**src/hdl/ipd_pkg.sv**
```systemverilog
// Shared types and constants of the infrared pulse-distance decoder.
package ipd_pkg;

    localparam int TICK_W         = 16;
    localparam int KEY_W          = 8;
    localparam int CFG_W          = 16;
    localparam int CFG_IDX_W      = 3;
    localparam int FRAME_W        = 32;
    localparam int FRAME_IDX_W    = $clog2(FRAME_W);
    localparam int KEY_IDX_W      = 2;
    localparam int FRAME_BITS_DEF = 32;
    localparam int S_TDATA_W      = 16;
    localparam int M_TDATA_W      = 40;
    localparam int M_FIELDS_W     = 35;

    localparam logic [TICK_W-1:0] START_LOW_RST  = 16'd8000;
    localparam logic [TICK_W-1:0] START_HIGH_RST = 16'd14000;
    localparam logic [TICK_W-1:0] ZERO_LOW_RST   = 16'd700;
    localparam logic [TICK_W-1:0] BIT_SPLIT_RST  = 16'd1450;
    localparam logic [TICK_W-1:0] ONE_HIGH_RST   = 16'd3000;
    localparam logic [KEY_W-1:0]  KEY_CODE_A_RST = 8'h0c;
    localparam logic [KEY_W-1:0]  KEY_CODE_B_RST = 8'h18;
    localparam logic [KEY_W-1:0]  KEY_CODE_C_RST = 8'h5e;

    localparam logic [KEY_IDX_W-1:0] KEY_IDX_A    = 2'd0;
    localparam logic [KEY_IDX_W-1:0] KEY_IDX_B    = 2'd1;
    localparam logic [KEY_IDX_W-1:0] KEY_IDX_C    = 2'd2;
    localparam logic [KEY_IDX_W-1:0] KEY_IDX_NONE = 2'd3;

    typedef enum logic [CFG_IDX_W-1:0] {
        CFG_START_LOW  = 3'd0,
        CFG_START_HIGH = 3'd1,
        CFG_ZERO_LOW   = 3'd2,
        CFG_BIT_SPLIT  = 3'd3,
        CFG_ONE_HIGH   = 3'd4,
        CFG_KEY_CODE_A = 3'd5,
        CFG_KEY_CODE_B = 3'd6,
        CFG_KEY_CODE_C = 3'd7
    } cfg_index_t;

    typedef struct packed {
        logic [TICK_W-1:0] start_low;
        logic [TICK_W-1:0] start_high;
        logic [TICK_W-1:0] zero_low;
        logic [TICK_W-1:0] bit_split;
        logic [TICK_W-1:0] one_high;
        logic [KEY_W-1:0]  key_code_a;
        logic [KEY_W-1:0]  key_code_b;
        logic [KEY_W-1:0]  key_code_c;
    } cfg_t;

    typedef struct packed {
        logic start;
        logic one;
        logic zero;
    } pulse_class_t;

endpackage

```
**src/hdl/ir_pulse_distance_decoder.sv**
```systemverilog
// Top level of the infrared pulse-distance frame decoder.
// The decoder accepts one edge interval per clock cycle unless the input side stalls. An
// accepted interval waits in the input register until the output side can take a result;
// then the window compare and frame update consume it, and the interval that completes a
// frame loads the output register, which holds a result until it is taken, and the input
// side stalls only while both registers are full and m_tready is low. Registers are written
// through cfg_wr_en, cfg_index and cfg_data and take effect in the following cycle.
module ir_pulse_distance_decoder #(
    parameter int FRAME_BITS = ipd_pkg::FRAME_BITS_DEF
) (
    input  logic                           aclk,
    input  logic                           aresetn,
    input  logic                           s_tvalid,
    output logic                           s_tready,
    // Fields from bit 0: interval_ticks[15:0].
    input  logic [ipd_pkg::S_TDATA_W-1:0]  s_tdata,
    output logic                           m_tvalid,
    input  logic                           m_tready,
    // Fields from bit 0: check_ok, address_byte, address_check, command_byte,
    // command_check, key_index, then zero padding.
    output logic [ipd_pkg::M_TDATA_W-1:0]  m_tdata,
    input  logic                           cfg_wr_en,
    input  logic [ipd_pkg::CFG_IDX_W-1:0]  cfg_index,
    input  logic [ipd_pkg::CFG_W-1:0]      cfg_data
);

    ipd_pkg::cfg_t                cfg;
    ipd_pkg::pulse_class_t        cls;
    logic                         in_valid_reg, in_valid_next;
    logic [ipd_pkg::TICK_W-1:0]   ticks_reg;
    logic                         out_ready;
    logic                         advance;
    logic                         done;
    logic [ipd_pkg::FRAME_W-1:0]  frame_next;

    assign out_ready = !m_tvalid || m_tready;
    assign advance   = in_valid_reg && out_ready;
    assign s_tready  = !in_valid_reg || out_ready;

    always_comb begin
        in_valid_next = in_valid_reg;
        if (s_tvalid && s_tready) begin
            in_valid_next = 1'b1;
        end else if (advance) begin
            in_valid_next = 1'b0;
        end
    end

    always_ff @(posedge aclk) begin
        if (!aresetn) begin
            in_valid_reg <= 1'b0;
        end else begin
            in_valid_reg <= in_valid_next;
        end
    end

    always_ff @(posedge aclk) begin
        if (s_tvalid && s_tready) begin
            ticks_reg <= s_tdata[ipd_pkg::TICK_W-1:0];
        end
    end

    ipd_cfg_regs u_cfg (
        .aclk      (aclk),
        .aresetn   (aresetn),
        .cfg_wr_en (cfg_wr_en),
        .cfg_index (cfg_index),
        .cfg_data  (cfg_data),
        .cfg       (cfg)
    );

    ipd_window u_window (
        .ticks (ticks_reg),
        .cfg   (cfg),
        .cls   (cls)
    );

    ipd_frame #(
        .FRAME_BITS (FRAME_BITS)
    ) u_frame (
        .aclk       (aclk),
        .aresetn    (aresetn),
        .advance    (advance),
        .cls        (cls),
        .done       (done),
        .frame_next (frame_next)
    );

    ipd_out u_out (
        .aclk     (aclk),
        .aresetn  (aresetn),
        .done     (done),
        .frame    (frame_next),
        .cfg      (cfg),
        .m_tready (m_tready),
        .m_tvalid (m_tvalid),
        .m_tdata  (m_tdata)
    );

endmodule

```
**src/hdl/ipd_cfg_regs.sv**
```systemverilog
// Configuration register bank of the infrared decoder.
module ipd_cfg_regs (
    input  logic                           aclk,
    input  logic                           aresetn,
    input  logic                           cfg_wr_en,
    input  logic [ipd_pkg::CFG_IDX_W-1:0]  cfg_index,
    input  logic [ipd_pkg::CFG_W-1:0]      cfg_data,
    output ipd_pkg::cfg_t                  cfg
);

    ipd_pkg::cfg_t cfg_reg;

    always_ff @(posedge aclk) begin
        if (!aresetn) begin
            cfg_reg.start_low  <= ipd_pkg::START_LOW_RST;
            cfg_reg.start_high <= ipd_pkg::START_HIGH_RST;
            cfg_reg.zero_low   <= ipd_pkg::ZERO_LOW_RST;
            cfg_reg.bit_split  <= ipd_pkg::BIT_SPLIT_RST;
            cfg_reg.one_high   <= ipd_pkg::ONE_HIGH_RST;
            cfg_reg.key_code_a <= ipd_pkg::KEY_CODE_A_RST;
            cfg_reg.key_code_b <= ipd_pkg::KEY_CODE_B_RST;
            cfg_reg.key_code_c <= ipd_pkg::KEY_CODE_C_RST;
        end else if (cfg_wr_en) begin
            unique case (ipd_pkg::cfg_index_t'(cfg_index))
                ipd_pkg::CFG_START_LOW:  cfg_reg.start_low  <= cfg_data;
                ipd_pkg::CFG_START_HIGH: cfg_reg.start_high <= cfg_data;
                ipd_pkg::CFG_ZERO_LOW:   cfg_reg.zero_low   <= cfg_data;
                ipd_pkg::CFG_BIT_SPLIT:  cfg_reg.bit_split  <= cfg_data;
                ipd_pkg::CFG_ONE_HIGH:   cfg_reg.one_high   <= cfg_data;
                ipd_pkg::CFG_KEY_CODE_A: cfg_reg.key_code_a <= cfg_data[ipd_pkg::KEY_W-1:0];
                ipd_pkg::CFG_KEY_CODE_B: cfg_reg.key_code_b <= cfg_data[ipd_pkg::KEY_W-1:0];
                ipd_pkg::CFG_KEY_CODE_C: cfg_reg.key_code_c <= cfg_data[ipd_pkg::KEY_W-1:0];
            endcase
        end
    end

    assign cfg = cfg_reg;

endmodule

```
**src/hdl/ipd_window.sv**
```systemverilog
// Window comparators that classify one edge interval.
module ipd_window (
    input  logic [ipd_pkg::TICK_W-1:0] ticks,
    input  ipd_pkg::cfg_t              cfg,
    output ipd_pkg::pulse_class_t      cls
);

    always_comb begin
        cls.start = (ticks > cfg.start_low) && (ticks < cfg.start_high);
        cls.one   = (ticks > cfg.bit_split) && (ticks < cfg.one_high);
        cls.zero  = (ticks > cfg.zero_low)  && (ticks < cfg.bit_split);
    end

endmodule

```
**src/hdl/ipd_frame.sv**
```systemverilog
// Frame assembly: open flag, bit counter and the received frame bits.
module ipd_frame #(
    parameter int FRAME_BITS = ipd_pkg::FRAME_BITS_DEF
) (
    input  logic                         aclk,
    input  logic                         aresetn,
    input  logic                         advance,
    input  ipd_pkg::pulse_class_t        cls,
    output logic                         done,
    output logic [ipd_pkg::FRAME_W-1:0]  frame_next
);

    localparam int CNT_W = $clog2(FRAME_BITS);
    localparam int POS_W = (CNT_W > ipd_pkg::FRAME_IDX_W) ? CNT_W : ipd_pkg::FRAME_IDX_W + 1;

    logic                        open_reg, open_next;
    logic [CNT_W-1:0]            cnt_reg, cnt_next;
    logic [ipd_pkg::FRAME_W-1:0] frame_reg;
    logic [POS_W-1:0]            pos;
    logic                        pos_in_frame;
    logic                        bit_seen;
    logic                        last_bit;

    assign pos          = POS_W'(cnt_reg);
    assign pos_in_frame = pos < POS_W'(ipd_pkg::FRAME_W);
    assign bit_seen     = open_reg && (cls.one || cls.zero);
    assign last_bit     = cnt_reg == CNT_W'(FRAME_BITS - 1);

    always_comb begin
        open_next  = open_reg;
        cnt_next   = cnt_reg;
        frame_next = frame_reg;
        done       = 1'b0;
        if (advance) begin
            priority if (cls.start) begin
                open_next = 1'b1;
                cnt_next  = '0;
            end else if (bit_seen) begin
                if (pos_in_frame) begin
                    frame_next[pos[ipd_pkg::FRAME_IDX_W-1:0]] = cls.one;
                end
                if (last_bit) begin
                    open_next = 1'b0;
                    cnt_next  = '0;
                    done      = 1'b1;
                end else begin
                    cnt_next = cnt_reg + 1'b1;
                end
            end else begin
                open_next = open_reg;
            end
        end
    end

    always_ff @(posedge aclk) begin
        if (!aresetn) begin
            open_reg  <= 1'b0;
            cnt_reg   <= '0;
            frame_reg <= '0;
        end else begin
            open_reg  <= open_next;
            cnt_reg   <= cnt_next;
            frame_reg <= frame_next;
        end
    end

endmodule

```
**src/hdl/ipd_out.sv**
```systemverilog
// Result formatting and the output register of the result channel.
module ipd_out (
    input  logic                           aclk,
    input  logic                           aresetn,
    input  logic                           done,
    input  logic [ipd_pkg::FRAME_W-1:0]    frame,
    input  ipd_pkg::cfg_t                  cfg,
    input  logic                           m_tready,
    output logic                           m_tvalid,
    output logic [ipd_pkg::M_TDATA_W-1:0]  m_tdata
);

    logic [ipd_pkg::KEY_W-1:0]      addr_b, addr_chk, cmd_b, cmd_chk;
    logic [ipd_pkg::KEY_IDX_W-1:0]  key_idx;
    logic                           check_ok;
    logic                           valid_reg, valid_next;
    logic [ipd_pkg::M_TDATA_W-1:0]  data_reg;

    assign addr_b   = frame[7:0];
    assign addr_chk = frame[15:8];
    assign cmd_b    = frame[23:16];
    assign cmd_chk  = frame[31:24];
    assign check_ok = cmd_b == ~cmd_chk;

    always_comb begin
        priority if (cmd_b == cfg.key_code_a) begin
            key_idx = ipd_pkg::KEY_IDX_A;
        end else if (cmd_b == cfg.key_code_b) begin
            key_idx = ipd_pkg::KEY_IDX_B;
        end else if (cmd_b == cfg.key_code_c) begin
            key_idx = ipd_pkg::KEY_IDX_C;
        end else begin
            key_idx = ipd_pkg::KEY_IDX_NONE;
        end
    end

    always_comb begin
        valid_next = valid_reg;
        if (done) begin
            valid_next = 1'b1;
        end else if (m_tready) begin
            valid_next = 1'b0;
        end
    end

    always_ff @(posedge aclk) begin
        if (!aresetn) begin
            valid_reg <= 1'b0;
        end else begin
            valid_reg <= valid_next;
        end
    end

    always_ff @(posedge aclk) begin
        if (done) begin
            data_reg <= {{(ipd_pkg::M_TDATA_W - ipd_pkg::M_FIELDS_W){1'b0}},
                         key_idx, cmd_chk, cmd_b, addr_chk, addr_b, check_ok};
        end
    end

    assign m_tvalid = valid_reg;
    assign m_tdata  = data_reg;

endmodule

```
**config.mk**
```make
export PLATFORM = sky130hd
export DESIGN_NAME = ir_pulse_distance_decoder
export DESIGN_NICKNAME = d
export VERILOG_FILES = /design/src/hdl/ipd_pkg.sv /design/src/hdl/ir_pulse_distance_decoder.sv /design/src/hdl/ipd_cfg_regs.sv /design/src/hdl/ipd_window.sv /design/src/hdl/ipd_frame.sv /design/src/hdl/ipd_out.sv
export SDC_FILE = /design/constraint.sdc
export NUM_CORES = 1
export LEC_CHECK = 0
export ABC_AREA = 1
export BUFFER_PORTS_ARGS = -buffer_cell sky130_fd_sc_hd__buf_2
export CORE_UTILIZATION = 30
export DETAILED_ROUTE_END_ITERATION = 16
export GPL_ROUTABILITY_DRIVEN = 1
export PLACE_DENSITY = 0.42
export SLEW_MARGIN = 15
export SYNTH_ARGS = -nofsm -noshare
export SYNTH_HDL_FRONTEND = slang
export SYNTH_SLANG_ARGS = --single-unit
```
**constraint.sdc**
```tcl
create_clock -name aclk -period 4.2 [get_ports aclk]
set_clock_uncertainty 0.05 [all_clocks]
set_input_delay 0.84 -clock aclk [delete_from_list [all_inputs] [get_ports aclk]]
set_output_delay 0.84 -clock aclk [all_outputs]
set_load 0.05 [all_outputs]
```
==> impl_metrics.env <==
export IMPL_yosys_warnings=0
export IMPL_largest_reg_flops=104
export IMPL_cts_buffer_depth=2
export IMPL_cts_tree="built"
export IMPL_rr_startpoint="ticks_reg[15]"
export IMPL_p_int_mw=2.950
export IMPL_ant_nets=0
export IMPL_path_buf_inv=1
export IMPL_p_leak_nw=5.173
export IMPL_hp_start="u_cfg.cfg[87]"
export IMPL_pwr_share_comb_pct=10.3
export IMPL_cts_buffers=17
export IMPL_fmax_mhz=298.1
export IMPL_grt_pass1_wl_microns=41520
export IMPL_avgSynthCellArea_sq_um=7.840
export IMPL_ios=82
export IMPL_whs_path_depth=2
export IMPL_vias=7851
export IMPL_synth_compound_area_share_pct=14.34
export IMPL_rsz0062_at_grt="false"
export IMPL_critPathRequiredTime_ps=4350
export IMPL_drv_cap=0
export IMPL_setup_viol=0
export IMPL_drc=0
export IMPL_final_layout_size_suffix_gt1_share_pct=11.78
export IMPL_p_seq_share_pct=49.3
export IMPL_grt_max_degree=102
export IMPL_cts_root_buf="clkbuf_16"
export IMPL_clk_pin_slew_ps=80
export IMPL_ys_seq_area_share_pct=44.33
export IMPL_syn_inst=1270
export IMPL_nets=1460
export IMPL_netlist_area_sq_mm=0.009957
export IMPL_end_kind="flop"
export IMPL_slew_violations=0
export IMPL_io_buffers=76
export IMPL_crit_arrival_ps=3500
export IMPL_fin_crit_sh_pct=79.87
export IMPL_coreArea_sq_mm=0.03262
export IMPL_postCtsHoldBufs=0
export IMPL_cts_resized=0
export IMPL_synth_xor_area_share_pct=0.08796
export IMPL_initial_core_util_pct=30.53
export IMPL_antenna_found_initial=1
export IMPL_dp_cells=1760
export IMPL_die_h_microns=184.2
export IMPL_cp_cell_sequence="ha_1 -> nand2_1 -> nor2_2 -> nand2_1 -> nor2_2 -> nand2_1 -> nand3_2 -> nand4_2 -> nand2_2 -> nand2_4 -> nor2_8 -> nand2_1 -> nand2_2 -> nand2_1 -> nand2_1 -> nand2_1 -> inv_1 -> nand2_1 -> nor2_1 -> a21oi_1"
export IMPL_hold_end="u_cfg.cfg[87]"
export IMPL_hold_viol_final=0
export IMPL_min_period_ps=3354
export IMPL_p_sw_share_pct=27.42
export IMPL_crit_path_frequent_cell="nand2_1"
export IMPL_synth_mux_area_share_pct=0.4021
export IMPL_drt_iter0_drc=350
export IMPL_tightest_slew_ps=1067
export IMPL_cts_sinks=195
export IMPL_path_class="reg2reg"
export IMPL_overflow=0
export IMPL_synth_area_top_cells="dfxtp_1 (29%), edfxtp_1 (15%), nand2_1 (11%)"
export IMPL_vias_per_cell=4.376
export IMPL_routedWlPerCell_microns=14.55
export IMPL_synth_top_area_share_pct=28.95
export IMPL_rrSetupSlack_ps=850
export IMPL_die_w_microns=184.2
export IMPL_critPathSlowestCell="edfxtp_1"
export IMPL_fin_cells=1794
export IMPL_area_growth_pct=14.26
export IMPL_crit_path_max_incr_delay_ps=510
export IMPL_synth_distinct_cells=40
export IMPL_clock_latency_ps=440
export IMPL_status="finished, final reports clean"
export IMPL_wl_microns=26110
export IMPL_max_slew_margin_pct=28.87
export IMPL_htree_levels=4
export IMPL_dr_wl_met3_microns=540
export IMPL_grt_use_total_pct=16.17
export IMPL_synthAdderAreaFrac_pct=10.43
export IMPL_reg2reg_depth=20
export IMPL_synth_top_family_by_area="simple AND/OR/NAND/NOR gates"
export IMPL_ys_seq_elements=195
export IMPL_cpLargestDelayFamily="simple AND/OR/NAND/NOR gates"
export IMPL_timing_rr_end="u_out.m_tdata[34]"
export IMPL_critical_path_peak_fanout=22
export IMPL_cp_start_kind="flop"
export IMPL_wl_met2_microns=12810
export IMPL_row_count=66
export IMPL_place_congestion=0.7602
export IMPL_powerDensity_mw_per_mm2=357.2
export IMPL_post_cts_buffers=0
export IMPL_ir_worst_vdd_uv=282.7
export IMPL_grt_pass1_vias=7386
export IMPL_clockPowerShare_pct=40.4
export IMPL_drt_pass1_iterations=4
export IMPL_topRoutingLayerUsed="met4"
export IMPL_place_hpwl_microns=19210
export IMPL_hold_class="reg2reg"
export IMPL_synth_top_area_cell="dfxtp_1"
export IMPL_die_area_sq_mm=0.03392
export IMPL_setup_tns_ps=0
export IMPL_synth_simple_area_share_pct=20.56
export IMPL_power_switching_mw=1.115
export IMPL_met1_length_microns=12570
==> tightest hold or removal path, stage by stage (launching register included) <==
cell and delay [ps]:
dfxtp_1 300, inv_1 60, a21oi_1 60
==> synthesized netlist by cell type <==
| cell | count |
|---|---|
| a211oi_1 | 1 |
| a21boi_0 | 1 |
| a21o_1 | 1 |
| a21oi_1 | 103 |
| and2_4 | 1 |
| buf_2 | 4 |
| buf_4 | 6 |
| buf_6 | 1 |
| buf_8 | 1 |
| clkbuf_1 | 29 |
| conb_1 | 1 |
| dfxtp_1 | 144 |
| edfxtp_1 | 51 |
| ha_1 | 83 |
| inv_1 | 200 |
| inv_2 | 7 |
| mux2i_1 | 4 |
| nand2_1 | 298 |
| nand2_2 | 13 |
| nand2_4 | 4 |
| nand3_1 | 31 |
| nand3_2 | 3 |
| nand3_4 | 1 |
| nand4_1 | 6 |
| nand4_2 | 1 |
| nor2_1 | 116 |
| nor2_2 | 5 |
| nor2_8 | 1 |
| nor3_1 | 8 |
| nor3b_1 | 1 |
| nor4_1 | 1 |
| o211ai_1 | 36 |
| o21a_1 | 13 |
| o21ai_0 | 82 |
| o21ai_1 | 1 |
| o21ai_4 | 1 |
| o21bai_1 | 2 |
| o21bai_2 | 6 |
| o31ai_1 | 1 |
| xor2_1 | 1 |
==> worst max-delay path by stage <==
| stage | start | to | slack, ps | cells past startpoint |
|---|---|---|---|---|
| global placement | ticks_reg[15] | u_out.m_tdata[34] | 810 | 20 |
| CTS | ticks_reg[15] | u_out.m_tdata[34] | 750 | 20 |
| detailed placement | ticks_reg[15] | u_out.m_tdata[34] | 760 | 20 |
| finish | ticks_reg[15] | u_out.m_tdata[34] | 850 | 20 |
| global route | ticks_reg[15] | u_out.m_tdata[34] | 460 | 20 |
| floorplan | ticks_reg[11] | u_out.m_tdata[0] | 470 | 12 |
==> final cells by class <==
type | instances | area [sq um]
Fill cell | 3439 | 21240
Clock inverter | 14 | 150.1
Sequential cell | 195 | 4414
Clock buffer | 18 | 429.2
Antenna cell | 2 | 5.005
Timing Repair Buffer | 85 | 460.4
Inverter | 207 | 777.0
Tap cell | 442 | 553.0
Multi-Input combinational cell | 831 | 4588
==> through the flow <==
| step | cell area (sq um) | power, mW | setup slack (ps) | hold slack [ps] | utilization (%) |
|---|---|---|---|---|---|
| after CTS | 11370 | 4.132 | 753.9 | 415.4 | 34.86 |
| after global routing | 11370 | 4.264 | 463.0 | 427.3 | 34.86 |
| after floorplan | 9972 | 2.331 | 469.3 | 385.3 | - |
| after global placement | 10790 | 2.473 | 809.6 | 400.5 | 33.09 |
| after detailed placement | 10790 | 2.475 | 758.4 | 403.5 | 33.09 |
| final | 11380 | 4.064 | 845.6 | 413.3 | 34.88 |
==> layer usage <==
layer / GRT usage [%] / vias to the layer above
met5: 0 / -
met4: 3.633 / 0
met3: 2.470 / 12
met2: 28.45 / 85
met1: 20.69 / 3528
li1: - / 4226
==> layout by cell type (no fill, tap or decap), drive strengths merged <==
| master | n |
|---|---|
| mux2i | 4 |
| bufinv | 1 |
| a21o | 1 |
| diode | 2 |
| clkbuf | 18 |
| clkinvlp | 1 |
| a21oi | 103 |
| nor3b | 1 |
| o211ai | 36 |
| o21a | 13 |
| ha | 83 |
| nand3 | 35 |
| a21boi | 1 |
| edfxtp | 51 |
| buf | 85 |
| o31ai | 1 |
| and2 | 1 |
| nor2 | 122 |
| nand4 | 7 |
| nor4 | 1 |
| clkinv | 8 |
| o21ai | 84 |
| conb | 5 |
| xor2 | 1 |
| o21bai | 8 |
| nor3 | 8 |
| nand2 | 315 |
| inv | 211 |
| a211oi | 1 |
| dfxtp | 144 |
==> power by group through the flow <==
stage | combinational [mW] | clock [mW] | sequential, mW
finish | 0.417 | 1.64 | 2.00
global route | 0.486 | 1.77 | 2.01
CTS | 0.428 | 1.70 | 2.01
detailed placement | 0.426 | 0 | 2.05
global placement | 0.425 | 0 | 2.05
floorplan | 0.294 | 0 | 2.04
==> kinds of logic after synthesis <==
kind of cell               after synthesis
AOI/OAI and AO/OA                      248
xor gates and xnor gates                 1
buffers and inverters                  248
and+or+nand+nor                        490
adders and majority gates               83
other                                    1
muxes                                    4
DFF                                    195
Note: power is estimated with default switching activity, not from simulation.
